[src/design/assert_macros.svh]
// ----------------------------------------------------------------------------
// assert_macros.svh
// Concurrent assertion shorthands used by the top-level design file.
// ----------------------------------------------------------------------------
`ifndef ASSERT_MACROS_SVH
`define ASSERT_MACROS_SVH

// same-cycle implication, disabled while in reset
`define ASSERT_IMPLY(label, clk, rst_n, ante, cons, msg) \
  label: assert property (@(posedge clk) disable iff (!rst_n) (ante) |-> (cons)) \
    else $error(msg);

// next-cycle implication, disabled while in reset
`define ASSERT_NEXT(label, clk, rst_n, ante, cons, msg) \
  label: assert property (@(posedge clk) disable iff (!rst_n) (ante) |=> (cons)) \
    else $error(msg);

`endif

[src/design/ged_pkg.sv]
// ----------------------------------------------------------------------------
// ged_pkg
// Shared constants, types and the correction function of the dither block.
// ----------------------------------------------------------------------------
package ged_pkg;

  // line store depth and column counter width
  localparam int MAX_WIDTH = 1024;
  localparam int COL_W     = $clog2(MAX_WIDTH);

  localparam int PIX_W      = 8;
  localparam int ERR_W      = 8;
  localparam int WIDTH_W    = 11;
  localparam int HEIGHT_W   = 16;
  localparam int ADDR_W     = 3;
  localparam int DATA_W     = 32;
  localparam int REG_IDX_LSB = 2;

  // compare width for column + 1 against the clamped row width
  localparam int WCMP_W = (COL_W + 1 > WIDTH_W) ? COL_W + 1 : WIDTH_W;

  // luma: (299 R + 587 G + 114 B + 500) / 1000
  localparam int SUM_W   = 18;
  localparam int RECIP_W = 19;
  localparam int RECIP_SHIFT = 28;
  localparam int PROD_W  = SUM_W + RECIP_W;
  localparam logic [SUM_W-1:0] COEF_R    = SUM_W'(299);
  localparam logic [SUM_W-1:0] COEF_G    = SUM_W'(587);
  localparam logic [SUM_W-1:0] COEF_B    = SUM_W'(114);
  localparam logic [SUM_W-1:0] ROUND_OFS = SUM_W'(500);
  // ceil(2^28 / 1000); exact floor for every sum below 2^28 / 544
  localparam logic [RECIP_W-1:0] GRAY_RECIP = RECIP_W'(268436);

  localparam logic [PIX_W-1:0] WHITE_THRESHOLD = PIX_W'(127);

  // register map (word index)
  localparam logic REG_IMAGE_WIDTH  = 1'b0;
  localparam logic REG_IMAGE_HEIGHT = 1'b1;

  localparam logic [WIDTH_W-1:0]  WIDTH_RESET  = WIDTH_W'(640);
  localparam logic [HEIGHT_W-1:0] HEIGHT_RESET = HEIGHT_W'(480);

  typedef struct packed {
    logic row_nz;   // not the first row
    logic col_nz;   // not the first column
    logic eor;      // last pixel of row
    logic eof;      // last pixel of frame
  } ged_flags_t;

  // clamp(floor((8 v + k e + 4) / 8), 0, 255), k = 3 when k3 else 2
  function automatic logic [PIX_W-1:0] apply_corr(input logic [PIX_W-1:0] v,
                                                  input logic [ERR_W-1:0] e,
                                                  input logic k3);
    logic signed [12:0] ex;
    logic signed [12:0] ke;
    logic signed [12:0] n;
    logic signed [9:0]  q;
    logic [PIX_W-1:0]   res;
    ex = {{5{e[ERR_W-1]}}, e};
    ke = ex <<< 1;
    if (k3) begin
      ke = ke + ex;
    end
    n = $signed({2'b00, v, 3'b000}) + ke + 13'sd4;
    q = n[12:3];
    if (q < 10'sd0) begin
      res = '0;
    end else if (q > 10'sd255) begin
      res = '1;
    end else begin
      res = q[PIX_W-1:0];
    end
    return res;
  endfunction

endpackage

[src/design/ged_luma.sv]
// ----------------------------------------------------------------------------
// ged_luma
// Two-stage RGB to gray: weighted sum, then divide by 1000 via reciprocal.
// ----------------------------------------------------------------------------
module ged_luma (
  input  logic                      clk,
  input  logic                      load_sum,
  input  logic                      load_gray,
  input  logic [ged_pkg::PIX_W-1:0] red,
  input  logic [ged_pkg::PIX_W-1:0] green,
  input  logic [ged_pkg::PIX_W-1:0] blue,
  output logic [ged_pkg::PIX_W-1:0] gray
);
  import ged_pkg::*;

  logic [SUM_W-1:0]  sum_nxt;
  logic [SUM_W-1:0]  sum_r;
  logic [PROD_W-1:0] prod;
  logic [PIX_W-1:0]  gray_r;

  assign sum_nxt = SUM_W'(red) * COEF_R + SUM_W'(green) * COEF_G
                 + SUM_W'(blue) * COEF_B + ROUND_OFS;

  assign prod = PROD_W'(sum_r) * PROD_W'(GRAY_RECIP);

  always_ff @(posedge clk) begin
    if (load_sum) begin
      sum_r <= sum_nxt;
    end
    if (load_gray) begin
      gray_r <= prod[RECIP_SHIFT +: PIX_W];
    end
  end

  assign gray = gray_r;

endmodule

[config.mk]
export PLATFORM = sky130hd
export DESIGN_NAME = ged_luma
export DESIGN_NICKNAME = d
export VERILOG_FILES = /design/src/design/assert_macros.svh /design/src/design/ged_pkg.sv /design/src/design/ged_luma.sv
export SDC_FILE = /design/constraint.sdc
export NUM_CORES = 1
export LEC_CHECK = 0
export BUFFER_PORTS_ARGS = -buffer_cell sky130_fd_sc_hd__buf_2
export CAP_MARGIN = 20
export CORE_MARGIN = 4
export CORE_UTILIZATION = 25
export DETAILED_ROUTE_END_ITERATION = 16
export PLACE_DENSITY_LB_ADDON = 0.15
export SLEW_MARGIN = 40
export SYNTH_ARGS = -nofsm -noshare
export SYNTH_HDL_FRONTEND = slang
export SYNTH_SLANG_ARGS = --single-unit
export TNS_END_PERCENT = 50
[constraint.sdc]
create_clock -name clk -period 7.7 [get_ports clk]
set_input_delay 0.77 -clock clk [delete_from_list [all_inputs] [get_ports clk]]
set_output_delay 0.77 -clock clk [all_outputs]
set_load 0.05 [all_outputs]
Word-level counts from Yosys, hierarchy flattened
Index checks and enable logic that the tools add are counted.

Latch bits: 0. Output and inout port bits: 8. Memory bits (writable): 0. Input bits: 27. Bits in read-only memories: 0. Logic and storage cells: 9. Memories: 0. Flip-flop bits (word level): 26.

Mux-type cells: 0. Add/sub/neg operators: 3. Shifts and indexed selects: 0. Divide/modulo/power cells: 0. Reduce and logical (&&, ||, !) cells: 0. Bitwise logic cells: 0. Magnitude comparators: 0. $mul: 4. Eq/ne operators: 0.

Operator list (number): multiplier 18 x 17 -> 34 bit, second input constant (1); adder 17 x 18 -> 18 bit (1); adder 18 x 15 -> 18 bit (1); adder 18 x 9 -> 18 bit, second input constant (1); multiplier 8 x 10 -> 18 bit, second input constant (1); multiplier 8 x 9 -> 17 bit, second input constant (1); multiplier 8 x 6 -> 14 bit, second input constant (1).

Longest topological paths before layout
Gate-level depths: netlist of the first run.

Word-level depth: 4. Gate-level depth with buffers: 24. Gate-level depth less buffers: 24.

Least setup slack after synthesis of the first run
No wires, ideal clock.

Path type: input -> register. Start point: input blue[0] (netlist bit). End point: register sum_r[15], data pin. Slack: 1045 ps. Data arrival time: 6475 ps. Library setup time: 180 ps. Stages: 21. Data required time: 7520 ps. Buffers on the path: 0. Cell sequence: fa_1 inv_1 fa_1 inv_1 ha_1 ha_1 fa_1 xor2_1 ha_1 ha_1 fa_1 inv_1 fa_1 fa_1 inv_1 ha_1 or3_2 o21ai_0 nor3_2 or4_1 o311ai_1.

Word-level cells in the longest chain between the ends: 3.

RTL lines: start, declared (RTL line ged_luma.sv:11) `input logic [ged_pkg::PIX_W-1:0] blue,`; multiplier 8 x 6 -> 14 bit (RTL line ged_luma.sv:22) `+ SUM_W'(blue) * COEF_B + ROUND_OFS;`; adder 18 x 15 -> 18 bit (RTL line ged_luma.sv:22); adder 18 x 9 -> 18 bit (RTL line ged_luma.sv:22); via sum_nxt[15] (RTL line ged_luma.sv:16) `logic [SUM_W-1:0] sum_nxt;`; end signal, assigned (RTL line ged_luma.sv:28) `sum_r <= sum_nxt;`; end, declared (RTL line ged_luma.sv:17) `logic [SUM_W-1:0] sum_r;`.

The timed path passes the listed nets, and every way through them passes these cells. A chain may end at the register's enable or synchronous reset.

Final worst setup path of the first run
Same ends and word-level chain as after synthesis.

==> results of run 1 <==
[metal layers]
| layer | vias to the layer above | wire length, um |
|---|---|---|
| met5 | - | 0 |
| met4 | 0 | 138 |
| met2 | 42 | 8090 |
| met1 | 2607 | 9350 |
| met3 | 8 | 241 |
| li1 | 2817 | - |
[kinds of logic after synthesis]
group	share of synthesized area [%]
adders and majority gates	64.8
xor gates and xnor gates	2.53
AOI/OAI and AO/OA	7.67
DFF	9.03
muxes	0.260
and+or+nand+nor	3.99
buffers and inverters	11.8
[metrics by stage]
step | utilization [%] | hold slack [ns]
after CTS | 28.0 | 0.845
after floorplan | - | 0.714
final | 28.0 | 0.847
after global placement | 27.7 | 0.969
after detailed placement | 27.7 | 0.966
after global routing | 28.0 | 0.844
[area by class of cell]
| type | count | share of cell area, % |
|---|---|---|
| tap | 448 | 5.91 |
| timing repair buffer | 34 | 1.79 |
| multi-input combinational | 555 | 72.2 |
| inverter | 271 | 10.7 |
| sequential | 26 | 8.23 |
| clock buffer | 3 | 0.792 |
| clock inverter | 1 | 0.317 |
[worst max-delay path by stage]
stage	start	end	slack [ns]	cells past startpoint
after floorplan	blue[0]	sum_r[15]	1.05	21
after global placement	blue[0]	sum_r[15]	0.68	22
after detailed placement	blue[0]	sum_r[15]	0.62	22
after CTS	blue[0]	sum_r[15]	0.90	22
after global routing	blue[0]	sum_r[15]	0.74	22
final	blue[0]	sum_r[15]	0.97	22
[registers in the layout, summed over array words and instances (netlist names)]
register  flops
sum_r        18
gray          8
[cell usage in the layout (no fill, tap or decap), types with 4 or more instances in the layout]
| cell | n |
|---|---|
| o21ai_1 | 5 |
| edfxtp_1 | 26 |
| ha_1 | 254 |
| buf_2 | 34 |
| o21bai_1 | 7 |
| nor2_1 | 10 |
| o311ai_1 | 5 |
| inv_1 | 271 |
| nand3b_1 | 4 |
| nand3_1 | 5 |
| nand2b_1 | 7 |
| a21o_1 | 6 |
| nand4_1 | 4 |
| a21oi_1 | 26 |
| o21ai_0 | 12 |
| nand2_1 | 13 |
| fa_1 | 121 |
| xnor2_1 | 22 |
| nor3_1 | 4 |
==> impl_metrics.csv, run 1 <==
group,metric,value,unit
clock_network,hold_buffers,0,
logic_synthesis,synth.top_cell.area_share,36.7,%
logic_synthesis,syn_area,8650,sq um
floorplanning,start_util,25.5,%
sta,finClkSkew,0.00349,ns
logic_synthesis,synthesis.nets,1254,
sta,setup_violations,0,
logic_synthesis,syn_area_per_cell,10.2,sq um
route,routedWlPerCell,13.3,um
setup_path,cp_num_buf_inv,5,
setup_path,critPathKind,"primary input to flop",
route,routed_wirelength,17800,um
worst_hold_path,min_from,"load_gray",
clock_network,clock_path_buffers,2,
logic_synthesis,synthTopCellsByCount,"inv_1 (271), ha_1 (254), fa_1 (121), a21oi_1 (26), edfxtp_1 (26)",
setup_path,crit_top_cell,"fa_1",
cells_and_area,fillers,3647,
setup_path,r2r-end,"gray[1]",
placed_design,hpwl,16300,um
logic_synthesis,synth_cell_type_count,52,
floorplanning,num_rows,67,
global_route,grt_use_total,9.72,%
placed_design,dp_cells,1334,
sta,min_period,6.73,ns
global_route,grtUsageMet1,14.6,%
global_route,grt_busiest_layer,"met2",
setup_path,cp.required,7.79,ns
setup_path,end_kind,"flop",
status,status,"completed",
sta,rsz0062_at_grt,"no",
cells_and_area,multi_input_area,6850,sq um
sta,finalMaxSlewViolations,0,
logic_synthesis,synth_warnings,0,
route,drt_iter0_drc,101,
logic_synthesis,synth.most_common_cell,"inv_1",
route,via_count,5474,
setup_path,critPathLaunchType,"primary input",
clock_network,path_clk_slew,0.07,ns
clock_network,post_cts_resized,0,
floorplanning,die_x,194,um
logic_synthesis,synth-seq-cells,26,
logic_synthesis,async_flop_share,0,%
sta,setup_tns,0,ns
setup_path,crit_family,"adder cells",
placed_design,port_buffers,34,
placed_design,dp_slack,0.620,ns
global_route,antenna_found_initial,0,
route,first_pass_iters,4,
floorplanning,die_y,194,um
logic_synthesis,yosysSeqAreaShare,9.03,%
route,route.detailed.drc,0,
logic_synthesis,synth_ff_type,"edfxtp_1",
placed_design,post_dp_cell_area,9380,sq um
sta,max_freq,149,MHz
clock_network,clkSinkCount,26,
placed_design,gp_congestion,0.743,
sta,worst_pin_slew,0.599,ns
setup_path,ff2ff_setup_slack,2.45,ns
route,viasPerCell,4.09,
job,cap_violations,0,
route,ant_nets,0,
worst_hold_path,min_path_type,"primary input to flop",
global_route,use_met3,0.817,%
logic_synthesis,syn-instance-count,852,
cells_and_area,nNetsFinal,1293,
setup_path,rr_startpoint,"sum_r[7]",
clock_network,clk_latency,0.27,ns
cells_and_area,final-instance-count-excl-fill,1338,
sta,fin_ws,0.971,ns
sta,final-hold-violation-count,0,
global_route,overflow,0,
clock_network,h-tree-depth,1,
setup_path,cp_cell_sequence,"buf_2, fa_1, inv_1, fa_1, inv_1, ha_1, ha_1, fa_1, xor2_1, ha_1, ha_1, fa_1, inv_1, fa_1, fa_1, inv_1, ha_1, or3_2, o21ai_0, nor3_2, or4_1, o311ai_1",
logic_synthesis,synth_edf_count,26,
worst_hold_path,min_to,"gray[4]",
worst_hold_path,holdPathStages,1,
cells_and_area,final_area,9480,sq um
clock_network,cts_tree,"done",
clock_network,root_buffer,"clkbuf_16",
global_route,grt_first_pass_wirelength,29800,um
clock_network,cts_setup_buffers,0,
setup_path,critical_path.max_stage_delay,0.55,ns
global_route,grt_pass1_vias,5716,
floorplanning,coreArea,33900,sq um
clock_network,numCtsBuffers,3,
global_route,grt_start_max_net_pins,19,
cells_and_area,seq_area,781,sq um
global_route,use_met2,15.7,%
cells_and_area,drive_gt1_share,6.07,%
sta,min_period_over_period,87.4,%
logic_synthesis,yosys-top-cells-area,"ha_1 (37%), fa_1 (28%), inv_1 (12%), edfxtp_1 (9.0%), xnor2_1 (2.2%)",
setup_path,slowest_stage,"fa_1",
setup_path,worstPathArrival,6.81,ns
logic_synthesis,yosysTopAreaCell,"ha_1",
cells_and_area,syn2layout_area_growth,9.66,%
sta,relSlewSlack,59.0,%
cells_and_area,num_antenna_cells,0,
setup_path,r2r_cells,16,
floorplanning,dieArea,37600,sq um
setup_path,cp_max_fo,5,
floorplanning,ios,35,
Power of run 1 is not shown: default switching activity piles up to over one toggle a cycle in this logic, so the estimate is an artifact.
==> run 2, diff against run 1 <==
Settings changed: CELL_PAD_IN_SITES_DETAIL_PLACEMENT set to 1, CELL_PAD_IN_SITES_GLOBAL_PLACEMENT set to 1.
==> impl_metrics.csv, run 2 (synthesis results as in run 1) <==
group,metric,value,unit
route,routed_wirelength,19100,um
global_route,antenna_found_initial,0,
global_route,grt_first_pass_wirelength,31800,um
floorplanning,dieArea,37600,sq um
global_route,use_met2,17.9,%
sta,setup_violations,0,
cells_and_area,final-instance-count-excl-fill,1338,
clock_network,h-tree-depth,1,
sta,max_freq,146,MHz
sta,rsz0062_at_grt,"no",
setup_path,end_kind,"flop",
placed_design,port_buffers,34,
setup_path,critPathLaunchType,"primary input",
sta,hold_slack,0.851,ns
global_route,grt_busiest_layer,"met2",
clock_network,clock_path_buffers,2,
cells_and_area,multi_input_area,6850,sq um
setup_path,critical_path.max_stage_delay,0.55,ns
setup_path,crit_top_cell,"fa_1",
global_route,use_met3,0.799,%
clock_network,root_buffer,"clkbuf_16",
cells_and_area,final_cell_mix,"inv_1 (271), ha_1 (254), fa_1 (121)",
clock_network,path_clk_slew,0.07,ns
clock_network,clkSinkCount,26,
route,ant_nets,0,
sta,finalMaxSlewViolations,0,
setup_path,critPathKind,"primary input to flop",
sta,final-hold-violation-count,0,
cells_and_area,final_area,9480,sq um
sta,finClkSkew,0.00524,ns
clock_network,clk_latency,0.26,ns
route,viasPerCell,4.19,
clock_network,cts_tree,"done",
cells_and_area,seq_area,781,sq um
job,cap_violations,0,
setup_path,cp.required,7.76,ns
global_route,grt_start_max_net_pins,19,
setup_path,cp_max_fo,5,
setup_path,crit_family,"adder cells",
sta,min_period_over_period,88.7,%
setup_path,slowest_stage,"fa_1",
placed_design,hpwl,17700,um
sta,min_period,6.83,ns
setup_path,worstPathArrival,6.89,ns
floorplanning,coreArea,33900,sq um
cells_and_area,drive_gt1_share,6.07,%
floorplanning,start_util,25.5,%
clock_network,numCtsBuffers,3,
floorplanning,ios,35,
sta,worst_pin_slew,0.608,ns
route,first_pass_iters,4,
route,routedWlPerCell,14.3,um
setup_path,cp_cell_sequence,"buf_2, fa_1, inv_1, fa_1, inv_1, ha_1, ha_1, fa_1, xor2_1, ha_1, ha_1, fa_1, inv_1, fa_1, fa_1, inv_1, ha_1, or3_2, o21ai_0, nor3_2, or4_1, o311ai_1",
global_route,grt_use_total,10.3,%
clock_network,cts_setup_buffers,0,
floorplanning,num_rows,67,
cells_and_area,nNetsFinal,1293,
placed_design,post_dp_cell_area,9380,sq um
route,drt_iter0_drc,107,
status,status,"completed",
cells_and_area,top_register,"sum_r",
global_route,grtUsageMet1,14.7,%
worst_hold_path,min_path_type,"primary input to flop",
cells_and_area,syn2layout_area_growth,9.66,%
cells_and_area,largest_reg_flops,18,
placed_design,dp_cells,1334,
clock_network,post_cts_resized,0,
sta,relSlewSlack,58.4,%
floorplanning,die_x,194,um
global_route,grt_pass1_vias,6163,
setup_path,cp_num_buf_inv,5,
floorplanning,die_y,194,um
sta,setup_tns,0,ns
route,route.detailed.drc,0,
clock_network,hold_buffers,0,
cells_and_area,fillers,3945,
placed_design,gp_congestion,0.741,
global_route,overflow,0,
cells_and_area,final_common_cell,"inv_1",
route,via_count,5608,
cells_and_area,num_antenna_cells,0,
run 2: cell type report:
type	count	share of cell area, %
clock buffer	3	0.792
multi-input combinational	555	72.2
clock inverter	1	0.317
timing repair buffer	34	1.79
inverter	271	10.7
tap	448	5.91
sequential	26	8.23
run 2: worst paths after layout:
path / start / endpoint / slack [ns] / cells after the start
hold / removal: load_gray / gray[6] / 0.85 / 1
setup / recovery: blue[0] / sum_r[15] / 0.87 / 22
setup reg to reg: sum_r[6] / gray[7] / 2.38 / 16
hold reg to reg: sum_r[17] / gray[7] / 0.95 / 2
run 2: per-layer routing:
metal	wire length, um	share of wire [%]	up-vias
li1	-	-	2816
met3	199	1.0	8
met2	9200	48	35
met4	112	0.59	0
met1	9580	50	2749
met5	0	0	-
run 2: per-stage QoR:
stage,utilization [%],setup WS (ns)
after floorplan,-,1.05
after global placement,27.7,0.669
after detailed placement,27.7,0.560
after CTS,28.0,0.834
after global routing,28.0,0.623
final,28.0,0.870
Power of run 2 is left out for the same reason.
