## src/design/assert_macros.svh

```systemverilog
// ----------------------------------------------------------------------------
// assert_macros.svh
// Concurrent assertion shorthands used by the top-level design file.
// ----------------------------------------------------------------------------
`ifndef ASSERT_MACROS_SVH
`define ASSERT_MACROS_SVH

// same-cycle implication, disabled while in reset
`define ASSERT_IMPLY(label, clk, rst_n, ante, cons, msg) \
  label: assert property (@(posedge clk) disable iff (!rst_n) (ante) |-> (cons)) \
    else $error(msg);

// next-cycle implication, disabled while in reset
`define ASSERT_NEXT(label, clk, rst_n, ante, cons, msg) \
  label: assert property (@(posedge clk) disable iff (!rst_n) (ante) |=> (cons)) \
    else $error(msg);

`endif

```

## src/design/ged_pkg.sv

```systemverilog
// ----------------------------------------------------------------------------
// ged_pkg
// Shared constants, types and the correction function of the dither block.
// ----------------------------------------------------------------------------
package ged_pkg;

  // line store depth and column counter width
  localparam int MAX_WIDTH = 1024;
  localparam int COL_W     = $clog2(MAX_WIDTH);

  localparam int PIX_W      = 8;
  localparam int ERR_W      = 8;
  localparam int WIDTH_W    = 11;
  localparam int HEIGHT_W   = 16;
  localparam int ADDR_W     = 3;
  localparam int DATA_W     = 32;
  localparam int REG_IDX_LSB = 2;

  // compare width for column + 1 against the clamped row width
  localparam int WCMP_W = (COL_W + 1 > WIDTH_W) ? COL_W + 1 : WIDTH_W;

  // luma: (299 R + 587 G + 114 B + 500) / 1000
  localparam int SUM_W   = 18;
  localparam int RECIP_W = 19;
  localparam int RECIP_SHIFT = 28;
  localparam int PROD_W  = SUM_W + RECIP_W;
  localparam logic [SUM_W-1:0] COEF_R    = SUM_W'(299);
  localparam logic [SUM_W-1:0] COEF_G    = SUM_W'(587);
  localparam logic [SUM_W-1:0] COEF_B    = SUM_W'(114);
  localparam logic [SUM_W-1:0] ROUND_OFS = SUM_W'(500);
  // ceil(2^28 / 1000); exact floor for every sum below 2^28 / 544
  localparam logic [RECIP_W-1:0] GRAY_RECIP = RECIP_W'(268436);

  localparam logic [PIX_W-1:0] WHITE_THRESHOLD = PIX_W'(127);

  // register map (word index)
  localparam logic REG_IMAGE_WIDTH  = 1'b0;
  localparam logic REG_IMAGE_HEIGHT = 1'b1;

  localparam logic [WIDTH_W-1:0]  WIDTH_RESET  = WIDTH_W'(640);
  localparam logic [HEIGHT_W-1:0] HEIGHT_RESET = HEIGHT_W'(480);

  typedef struct packed {
    logic row_nz;   // not the first row
    logic col_nz;   // not the first column
    logic eor;      // last pixel of row
    logic eof;      // last pixel of frame
  } ged_flags_t;

  // clamp(floor((8 v + k e + 4) / 8), 0, 255), k = 3 when k3 else 2
  function automatic logic [PIX_W-1:0] apply_corr(input logic [PIX_W-1:0] v,
                                                  input logic [ERR_W-1:0] e,
                                                  input logic k3);
    logic signed [12:0] ex;
    logic signed [12:0] ke;
    logic signed [12:0] n;
    logic signed [9:0]  q;
    logic [PIX_W-1:0]   res;
    ex = {{5{e[ERR_W-1]}}, e};
    ke = ex <<< 1;
    if (k3) begin
      ke = ke + ex;
    end
    n = $signed({2'b00, v, 3'b000}) + ke + 13'sd4;
    q = n[12:3];
    if (q < 10'sd0) begin
      res = '0;
    end else if (q > 10'sd255) begin
      res = '1;
    end else begin
      res = q[PIX_W-1:0];
    end
    return res;
  endfunction

endpackage

```

## src/design/ged_diffuse.sv

```systemverilog
// ----------------------------------------------------------------------------
// ged_diffuse
// Applies the three neighbor corrections, thresholds, and keeps left and upper-left errors.
// ----------------------------------------------------------------------------
module ged_diffuse (
  input  logic                      clk,
  input  logic                      rst_n,
  input  logic                      commit,
  input  logic [ged_pkg::PIX_W-1:0] gray,
  input  logic [ged_pkg::ERR_W-1:0] above,
  input  ged_pkg::ged_flags_t       flags,
  output logic                      white,
  output logic [ged_pkg::ERR_W-1:0] err
);
  import ged_pkg::*;

  logic [ERR_W-1:0] left_err_r;
  logic [ERR_W-1:0] upper_err_r;
  logic [PIX_W-1:0] v_diag;
  logic [PIX_W-1:0] v_up;
  logic [PIX_W-1:0] v_left;

  always_comb begin
    v_diag = (flags.row_nz && flags.col_nz) ? apply_corr(gray, upper_err_r, 1'b0) : gray;
    v_up   = flags.row_nz ? apply_corr(v_diag, above, 1'b1) : v_diag;
    v_left = flags.col_nz ? apply_corr(v_up, left_err_r, 1'b1) : v_up;
  end

  // white: v - 255 in 8 bits equals v + 1
  assign white = (v_left > WHITE_THRESHOLD);
  assign err   = white ? v_left + PIX_W'(1) : v_left;

  always_ff @(posedge clk) begin
    if (!rst_n) begin
      left_err_r  <= '0;
      upper_err_r <= '0;
    end else if (commit) begin
      if (flags.eor) begin
        left_err_r  <= '0;
        upper_err_r <= '0;
      end else begin
        left_err_r  <= err;
        upper_err_r <= above;
      end
    end
  end

endmodule

```

## config.mk

```make
export PLATFORM = sky130hd
export DESIGN_NAME = ged_diffuse
export DESIGN_NICKNAME = d
export VERILOG_FILES = /design/src/design/assert_macros.svh /design/src/design/ged_pkg.sv /design/src/design/ged_diffuse.sv
export SDC_FILE = /design/constraint.sdc
export NUM_CORES = 1
export LEC_CHECK = 0
export BUFFER_PORTS_ARGS = -buffer_cell sky130_fd_sc_hd__clkbuf_2
export CAP_MARGIN = 20
export CORE_MARGIN = 2
export CORE_UTILIZATION = 40
export DETAILED_ROUTE_END_ITERATION = 10
export GPL_TIMING_DRIVEN = 0
export SETUP_SLACK_MARGIN = 0.4
export SLEW_MARGIN = 40
export SYNTH_ARGS = -nofsm -noshare
export SYNTH_HDL_FRONTEND = slang
export SYNTH_SLANG_ARGS = --single-unit
```

## constraint.sdc

```tcl
create_clock -name clk -period 25.6 [get_ports clk]
set_clock_uncertainty 0.05 [all_clocks]
set_input_delay 1.28 -clock clk [delete_from_list [all_inputs] [get_ports clk]]
set_output_delay 1.28 -clock clk [all_outputs]
set_load 0.02 [all_outputs]
```

== After elaboration in Yosys (flattened, before gate mapping) ==
Index checks and enable logic that the tools add are counted.

* Register bits: 16
* Input port bits: 23
* Output and inout bits: 9

* Order comparisons: 7
* $add $sub $neg: 9
* Muxes and demuxes: 12
* Reductions and logical operators: 1

{| class="wikitable"
|+ Operators with widths
! operator !! count
|-
| two-way mux 8 bit || 12
|-
| adder 13 x 4 -> 13 bit, second input constant || 3
|-
| > comparator 10 x 9 -> 1 bit, second input constant || 3
|-
| < comparator 10 x 1 -> 1 bit, second input constant || 3
|-
| adder 12 x 10 -> 13 bit || 2
|-
| adder 9 x 8 -> 10 bit || 2
|-
| adder 12 x 9 -> 13 bit || 1
|-
| adder 8 x 1 -> 8 bit, second input constant || 1
|-
| > comparator 8 x 7 -> 1 bit, second input constant || 1
|-
| logical AND 1 bit || 1
|}

== Logic depth before layout (Yosys ltp) ==
Gate-level depths: netlist (run 1).

* Depth after elaboration: 21
* Mapped depth: 31

== Worst setup path before layout (run 1) ==
OpenSTA, ideal clock, no wires.

* Path kind: input to output
* Start: input port gray[0] in the netlist's numbering
* End: output port err[2] in the netlist's numbering
* Arrival time: 9144 ps
* Slack: 15126 ps
* Data required time: 24270 ps
* Stages: 29
* Path through: fa_1 > a21o_1 > a21oi_1 > o21bai_1 > a2111o_1 > a31o_2 > or2_2 > o21ai_0 > a2bb2oi_1 > fa_1 > fa_1 > a211o_1 > a21o_1 > nor2_1 > o21ai_0 > xnor2_1 > nand3b_1 > o21ai_0 > fa_1 > fa_1 > a21oi_1 > o211ai_1 > a311oi_1 > mux2_2 > a221oi_1 > inv_1 > ha_1 > a21boi_1 > xnor2_1

* Word-level cells in the longest chain between the ends: 20
* Elaborated cells on any way between the ends: 24
* Classes of those cells: add/sub (7); order compare (7); mux (10)

{| class="wikitable"
|+ Ends and longest elaborated chain
! element !! RTL line !! RTL
|-
| start, declared || ged_diffuse.sv:9 || <nowiki>input logic [ged_pkg::PIX_W-1:0] gray,</nowiki>
|-
| adder 12 x 9 -> 13 bit || ged_pkg.sv:64 || <nowiki>n = $signed({2'b00, v, 3'b000}) + ke + 13'sd4;</nowiki>
|-
| adder 13 x 4 -> 13 bit || ged_pkg.sv:64 ||
|-
| > comparator 10 x 9 -> 1 bit || ged_pkg.sv:68 || <nowiki>end else if (q > 10'sd255) begin</nowiki>
|-
| two-way mux 8 bit || ged_pkg.sv:68 ||
|-
| two-way mux 8 bit || ged_pkg.sv:66 || <nowiki>if (q < 10'sd0) begin</nowiki>
|-
| two-way mux 8 bit (*) || ged_diffuse.sv:24 || <nowiki>v_diag = (flags.row_nz && flags.col_nz) ? apply_corr(gray, upper_err_r, 1'b0) : gray;</nowiki>
|-
| adder 12 x 10 -> 13 bit || ged_pkg.sv:64 ||
|-
| adder 13 x 4 -> 13 bit || ged_pkg.sv:64 ||
|-
| [4 not listed] || - ||
|-
| adder 12 x 10 -> 13 bit || ged_pkg.sv:64 ||
|-
| adder 13 x 4 -> 13 bit || ged_pkg.sv:64 ||
|-
| > comparator 10 x 9 -> 1 bit || ged_pkg.sv:68 ||
|-
| two-way mux 8 bit || ged_pkg.sv:68 ||
|-
| two-way mux 8 bit || ged_pkg.sv:66 ||
|-
| two-way mux 8 bit (*) || ged_diffuse.sv:26 || <nowiki>v_left = flags.col_nz ? apply_corr(v_up, left_err_r, 1'b1) : v_up;</nowiki>
|-
| adder 8 x 1 -> 8 bit / > comparator 8 x 7 -> 1 bit (equally long branches) || ged_diffuse.sv:31, ged_diffuse.sv:30 ||
|-
| two-way mux 8 bit (*) || ged_diffuse.sv:31 || <nowiki>assign err = white ? v_left + PIX_W'(1) : v_left;</nowiki>
|-
| end, declared || ged_diffuse.sv:13 || <nowiki>output logic [ged_pkg::ERR_W-1:0] err</nowiki>
|}

Every way passes the cells marked *; elsewhere a longest branch is shown, timed or not.

== Final worst setup path (run 1) ==
* Start: input port gray[0] in the netlist's numbering
* End: output port err[6] in the netlist's numbering

Same word-level chain as after synthesis.

==> metrics.yaml, run 1 <==
status: "finished, final reports clean"
core_um2: 7647
syn_avg_cell_area_um2: 7.614
grt_pass1_wl_um: 14570
ys.warnings.count: 0
cts_buffer_depth: 2
startpoint_type: "input port"
grt_pass1_vias: 2986
placed_cells: 543
ys_ff_latch: 15
fin_area_um2: 3447
maxCapViolations: 0
port_buffers: 30
path_class: "in2out"
rows: 32
hold_ws_ns: 0.4506
n_antenna_cell: 0
root_buffer: "clkbuf_8"
h-tree-depth: 1
path_common_cell: "fa_1"
crit_fanout: 8
end_kind: "output port"
nets: 514
vias: 3241
drive_above_1_share_pct: 13.71
setup_viol: 0
areaGrowthSynthToFinish_pct: 10.69
synth_area_um2: 3114
fp.dieW_um: 92.24
final_util_pct: 45.08
synth_ff_type: "dfxtp_1"
powerDensity_nw_per_um2: 55.95
dpl-instance-area_um2: 3402
cp_top_family: "compound AO/OA/AOI/OAI gates"
fin_cells: 547
die_height_um: 92.24
syn_nets: 477
ioPinCount: 32
cts_hold_buf: 0
drtIter0Drc: 172
layout_commonest_cell: "ha_1"
min_path_type: "reg2reg"
viasPerCell: 5.925
start_util_pct: 40.72
routedWlPerCell_um: 16.16
place_ws_ns: 13.84
clock_latency_ns: 0.25
routed_wl_um: 8841
crit_arrival_ns: 10.50
hold_viol: 0
max_stage_delay_ns: 0.53
power.total_mw: 0.1929
crit_slowest_cell: "fa_1"
leakage_nw: 1.519
ys_types: 71
rsz0062_at_grt: "no"
timing.final.crit_share_pct: 46.20
cts_setup_buffers: 0
numClockSinks: 15
tightest_slew_ns: 0.6899
antenna_left: 0
setup_tns_ns: 0
synth_edf_count: 0
drv_slew: 0
die_area_um2: 8507
final_cell_mix: "ha_1 (32), nor2_1 (31), nand2_1 (30), clkbuf_2 (30), inv_1 (26)"
peakVddDrop_uv: 38.68
cts-resized-gates: 0
dp_hpwl_um: 7474
route.detailed.drc: 0
slew_headroom_pct: 53.42
gp_congestion: 0.9491
grt_max_degree: 11
antenna_found_initial: 0
firstDrtPassIters: 5
grt_usage_pct: 20.91
cp_num_buf_inv: 3
fmax_ghz: 0.08455
path_clk_slew_ns: 0.06
cts_inserted_buffers: 3
tritoncts: "done"
min_period_ns: 11.83
grt_overflow: 0
setup_ws_ns: 13.77
nFillCells: 796
required_ns: 24.27
async_flop_share_pct: 0
synth-seq-area-share_pct: 9.642
syn_inst: 409
## layout make-up
| cell class | instances | area (µm²) | share of cell area (%) |
|---|---|---|---|
| multi-input cells | 353 | 2653 | 76.95 |
| flip-flops and latches | 15 | 300.3 | 8.711 |
| repair buffers | 32 | 160.2 | 4.646 |
| well taps | 102 | 127.6 | 3.702 |
| inverters | 28 | 105.1 | 3.049 |
| plain buffers | 13 | 56.30 | 1.633 |
| clock buffers | 4 | 45.04 | 1.307 |
## Yosys cell counts (all sizes together) (3+ instances only)
| cell type | instances | area share, % |
|---|---|---|
| ha | 32 | 13 |
| a31o | 6 | 1.7 |
| xor2 | 5 | 1.4 |
| a21o | 8 | 2.0 |
| o21ai | 21 | 3.4 |
| o31ai | 3 | 0.72 |
| mux2i | 4 | 1.3 |
| buf | 7 | 1.1 |
| a311o | 3 | 0.96 |
| and3 | 6 | 1.2 |
| dfxtp | 15 | 9.6 |
| nand3b | 5 | 1.2 |
| o221a | 7 | 2.5 |
| a211oi | 9 | 2.3 |
| fa | 13 | 8.4 |
| a22oi | 7 | 1.7 |
| a31oi | 4 | 0.80 |
| nand3 | 20 | 3.2 |
| nor3 | 10 | 1.6 |
| xnor2 | 14 | 3.9 |
| inv | 26 | 3.1 |
| or2 | 5 | 1.0 |
| clkbuf | 6 | 0.72 |
| and2 | 8 | 1.6 |
| nand2 | 30 | 3.6 |
| o21bai | 3 | 0.72 |
| o211ai | 11 | 2.8 |
| o21a | 5 | 1.2 |
| nor2 | 31 | 3.7 |
| nor2b | 11 | 2.2 |
| nand2b | 4 | 0.88 |
| a21boi | 3 | 0.72 |
| a21oi | 25 | 4.0 |
| a32o | 3 | 1.0 |
## cell families after synthesis
family,after synthesis,share of synthesized area [%]
and+or+nand+nor,145,24.07
AOI/OAI and AO/OA,139,32.91
adders and majority gates,45,21.21
buffers and inverters,41,5.183
xor gates and xnor gates,19,5.344
DFF,15,9.642
muxes,5,1.647
## where the power goes
group          internal [mW]  switching (mW)  total [mW]
Sequential            0.0251         0.00218      0.0273
Clock                 0.0110         0.00828      0.0193
Combinational         0.0578          0.0884       0.146
Total                 0.0940          0.0989       0.193
## state kept, by name, summed over array words and instances (netlist names)
register	cells
left_err_r	8
upper_err_r	7
## per-layer routing
layer | routed length (µm) | vias up | track usage, %
li1 | - | 1620 | -
met1 | 4441 | 1519 | 29.98
met2 | 3918 | 87 | 34.07
met3 | 314 | 15 | 1.315
met4 | 167 | 0 | 5.473
met5 | 0 | - | 0
## final timing paths
kind                                     start            end  slack, ns  cells past startpoint
worst max register to register  upper_err_r[1]  left_err_r[4]      16.17                     30
worst min-delay path             left_err_r[1]  left_err_r[1]       0.45                      2
worst min register to register   left_err_r[1]  left_err_r[1]       0.45                      2
worst max-delay path                   gray[0]         err[6]      13.77                     32
## worst reg2reg max path, delay by kind of cell (launching register included)
kind            cells  cell delay [ns]
mux                 1             0.46
flops               1             0.34
compound gates     18             4.65
xor+xnor            1             0.52
buf+inv             1             0.13
fa+ha+maj           6             2.67
simple gates        3             0.53
Power figures use the tool's default switching activity.
==> inputs of run 2 (changes only) <==
Clock period 25.6 ns to 10.8 ns, I/O delays scaled along.
==> run 2 against run 1 <==
Against the previous run: sequential cell count stayed put; worst hold slack improved by 0.00080 ns; non-clock buffer count grew 3; sequential share of layout area decreased by 0.13 points; first-iteration DRC count up 1.2%; clock power rose by 140%; cell count rose by 0.55%; largest power group unchanged; largest cell class unchanged; die area unchanged; worst setup slack got worse by 13 ns; wire length rose by 1.3%; global-route usage unchanged.
==> metrics.yaml, run 2 (synthesized netlist as in run 1, its figures left out) <==
p_int_mw: 0.2262
rsz0062_at_grt: "no"
h-tree-depth: 1
crit_fanout: 8
end_kind: "output port"
gr-usage-met2_pct: 34.07
drive_above_1_share_pct: 15.40
startpoint_type: "input port"
timing.final.crit_share_pct: 91.94
seqPwrFrac_pct: 14.0
start_util_pct: 40.72
grt_max_degree: 11
grt_usage_pct: 20.91
crit_slowest_cell: "fa_1"
min_period_ns: 9.930
grt_busiest_layer: "met2"
switching_share_pct: 51.22
numClockSinks: 15
setup_tns_ns: 0
max_stage_delay_ns: 0.53
antenna_found_initial: 0
areaGrowthSynthToFinish_pct: 12.37
grt_pass1_vias: 2986
path_clk_slew_ns: 0.06
clock_latency_ns: 0.25
fp.dieW_um: 92.24
routed_wl_um: 8956
cts_buffer_depth: 2
vias: 3247
largest_register: "left_err_r"
drv_slew: 0
tritoncts: "done"
multi_input_area_um2: 2683
placed_cells: 543
nets: 517
fin_cells: 550
die_area_um2: 8507
crit_arrival_ns: 9.34
required_ns: 10.21
min_path_type: "reg2reg"
status: "finished, final reports clean"
met3_usage_pct: 1.315
met1_usage_pct: 29.98
routedWlPerCell_um: 16.28
regArea_um2: 300.3
largest_reg_flops: 8
power.total_mw: 0.4636
port_buffers: 30
final_cell_mix: "ha_1 (32), nor2_1 (31), nand2_1 (30), clkbuf_2 (30), inv_1 (26)"
clock_power_share_pct: 9.8
hold_viol: 0
switchingPower_mw: 0.2375
grt_pass1_wl_um: 14570
path_class: "in2out"
leakage_nw: 1.538
die_height_um: 92.24
root_buffer: "clkbuf_8"
core_um2: 7647
slew_headroom_pct: 53.42
ioPinCount: 32
tightest_slew_ns: 0.6899
route.detailed.drc: 0
top_regs: "left_err_r: 8 flops, upper_err_r: 7 flops"
nFillCells: 795
antenna_left: 0
grt_overflow: 0
fmax_ghz: 0.1007
maxCapViolations: 0
drtIter0Drc: 174
peakVddDrop_uv: 91.62
p_comb_share_pct: 76.2
final_util_pct: 45.76
n_antenna_cell: 0
powerDensity_nw_per_um2: 132.5
dp_hpwl_um: 7474
layout_commonest_cell: "ha_1"
gp_congestion: 0.9491
rows: 32
setup_viol: 0
cts_inserted_buffers: 3
path_common_cell: "fa_1"
firstDrtPassIters: 5
viasPerCell: 5.904
hold_ws_ns: 0.4514
==> run 2: metrics by stage <==
step | setup WS, ns | instance area (µm²)
global route | 0.3886 | 3500
floorplan | 1.806 | 3114
global placement | 0.5193 | 3392
CTS | 0.4843 | 3447
finish | 0.8700 | 3500
detailed placement | 0.5189 | 3402
==> run 2: power groups by stage <==
| stage | Sequential [mW] | Combinational, mW | Clock [mW] |
|---|---|---|---|
| after floorplan | 0.0644 | 0.253 | 0 |
| after global placement | 0.0659 | 0.335 | 0 |
| after detailed placement | 0.0660 | 0.340 | 0 |
| after CTS | 0.0648 | 0.342 | 0.0468 |
| after global routing | 0.0655 | 0.387 | 0.0489 |
| final | 0.0647 | 0.353 | 0.0457 |
==> run 2: per-layer routing <==
metal,wire length [µm],share of wire (%)
met5,0,0
met4,151,1.7
met3,278,3.1
met2,3998,45
met1,4528,51
==> run 2: worst paths after layout <==
path,start,endpoint,slack [ns],cells past startpoint
worst max-delay path,gray[0],err[6],0.87,32
worst min-delay path,left_err_r[1],left_err_r[1],0.45,2
worst max register to register,upper_err_r[1],left_err_r[4],1.80,30
worst min register to register,left_err_r[1],left_err_r[1],0.45,2
==> run 2: critical path, delay by kind of cell <==
| family | cells | cell delay (ns) |
|---|---|---|
| buf+inv | 3 | 0.45 |
| simple gates | 4 | 0.74 |
| xor+xnor | 2 | 0.52 |
| fa+ha+maj | 6 | 2.66 |
| mux | 1 | 0.46 |
| compound gates | 16 | 3.96 |
==> run 2: cell type report <==
cell class                 instances  share of cell area (%)
buffer                            13                   1.609
clock buffer                       4                   1.287
inverter                          28                   3.003
multi-input combinational        353                   76.65
sequential                        15                   8.581
tap                              102                   3.647
timing repair buffer              35                   5.220
==> run 2: what timing repair did <==
item                                    in CTS  in global routing
buffers inserted                             0                  3
endpoints found under the setup margin       0                  7
resized for setup                            0                  5
hold buffers                                 0                  0
==> inputs of run 3 (changes only) <==
Settings changed: BUFFER_PORTS_ARGS -buffer_cell sky130_fd_sc_hd__clkbuf_2 to -buffer_cell sky130_fd_sc_hd__buf_2, CORE_UTILIZATION 40 to 55, PLACE_DENSITY from default to 0.78.
==> run 3 against run 2 <==
Against the previous run: sequential cell count stayed put; combinational power is 2% lower; wire length is 3.3% lower; cell count is 5.6% lower; critical path type unchanged; largest power group unchanged.
==> metrics.yaml, run 3 (synthesized netlist as in run 1, its figures left out) <==
required_ns: 10.21
n_antenna_cell: 0
maxCapViolations: 0
core_um2: 5473
start_util_pct: 56.90
grt_pass1_wl_um: 14330
viasPerCell: 6.358
timing.final.crit_share_pct: 92.92
place_ws_ns: 0.4740
final_util_pct: 62.96
rr_worst_depth: 30
h-tree-depth: 1
grt_pass1_vias: 3027
tritoncts: "done"
layout_commonest_cell: "buf_2"
crit_end: "err[6]"
gp_congestion: 0.9518
peakVddDrop_uv: 149.4
routed_wl_um: 8658
largest_reg_flops: 8
startpoint_type: "input port"
crit_fanout: 8
powerDensity_nw_per_um2: 132.7
fmax_ghz: 0.09965
cts_inserted_buffers: 3
dp_hpwl_um: 7039
cts_hold_buf: 0
root_buffer: "clkbuf_8"
crit_arrival_ns: 9.45
numClockSinks: 15
nets: 516
drv_slew: 0
status: "finished, final reports clean"
tightest_slew_ns: 0.7686
dpl-instance-area_um2: 3364
die_height_um: 79.25
setup_viol: 0
rows: 27
fin_area_um2: 3446
hold_viol: 0
setup_ws_ns: 0.7647
leakage_nw: 1.528
rsz0062_at_grt: "no"
firstDrtPassIters: 5
reg2reg_slack_ns: 1.65
areaGrowthSynthToFinish_pct: 10.65
die_area_um2: 6280
grt_usage_pct: 28.18
grt_overflow: 0
largest_register: "left_err_r"
top_regs: "left_err_r: 8 flops, upper_err_r: 7 flops"
slew_headroom_pct: 48.45
route.detailed.drc: 0
path_common_cell: "fa_1"
path_class: "in2out"
routedWlPerCell_um: 16.68
min_path_type: "reg2reg"
setup_tns_ns: 0
cts_buffer_depth: 2
worstSetupStartpoint: "gray[0]"
antenna_found_initial: 0
hold_ws_ns: 0.4433
rr_startpoint: "upper_err_r[1]"
grt_max_degree: 11
drive_above_1_share_pct: 14.99
fp.dieW_um: 79.25
worstReg2RegEnd: "left_err_r[4]"
drtIter0Drc: 242
final_cell_mix: "buf_2 (38), ha_1 (32), nor2_1 (31), nand2_1 (30), inv_1 (26)"
clock_latency_ns: 0.25
min_period_ns: 10.04
end_kind: "output port"
whs_path_depth: 2
port_buffers: 30
antenna_left: 0
max_stage_delay_ns: 0.52
vias: 3300
ioPinCount: 32
path_clk_slew_ns: 0.06
crit_slowest_cell: "fa_1"
-- run 3: changes by cell type in the layout (fill, tap and decap cells not counted), sizes merged --
cell and delta:
buf +29, clkbuf -30
-- run 3: layout make-up --
| type | instances | area (µm²) |
|---|---|---|
| Clock buffer | 4 | 45.04 |
| Timing Repair Buffer | 34 | 175.2 |
| Tap cell | 72 | 90.09 |
| Inverter | 28 | 105.1 |
| Fill cell | 522 | 2027 |
| Sequential cell | 15 | 300.3 |
| Multi-Input combinational cell | 353 | 2674 |
| Buffer | 13 | 56.30 |
-- run 3: layer usage --
metal / up-vias / routed length (µm) / track usage (%)
met5: - / 0 / 0
met4: 0 / 110 / 6.897
met3: 13 / 543 / 1.932
met2: 113 / 3943 / 47.80
met1: 1545 / 4059 / 38.99
li1: 1629 / - / -
-- run 3: worst min-delay path by stage --
stage	from	endpoint	slack, ns
finish	left_err_r[0]	left_err_r[0]	0.44
global route	left_err_r[0]	left_err_r[0]	0.47
CTS	left_err_r[0]	left_err_r[0]	0.45
detailed placement	left_err_r[0]	left_err_r[0]	0.44
global placement	left_err_r[0]	left_err_r[0]	0.44
floorplan	left_err_r[0]	left_err_r[0]	0.41
-- run 3: metrics by stage --
step / power [mW] / instances
2_1_floorplan: 0.3174 / 409
3_3_place_gp: 0.3882 / 511
3_5_place_dp: 0.3990 / 513
4_1_cts: 0.4463 / 517
5_1_grt: 0.4939 / 519
6_report: 0.4573 / 519
-- run 3: report_power, final --
part,internal (mW),switching (mW)
clock,0.0262,0.0214
combinational,0.140,0.205
sequential,0.0595,0.00508
-- run 3: worst max-delay path, delay by kind of cell --
kind                     cells  cell delay (ns)
multiplexers                 1             0.45
XOR/XNOR                     2             0.52
AND/OR/NAND/NOR              4             0.73
AO/OA/AOI/OAI               16             4.07
adder cells (fa/ha/maj)      6             2.65
buffers and inverters        3             0.45
-- run 3: timing repair --
item / CTS / global route
setup buffers: 0 / 2
gates resized for setup: 0 / 4
setup endpoints to repair: 0 / 7
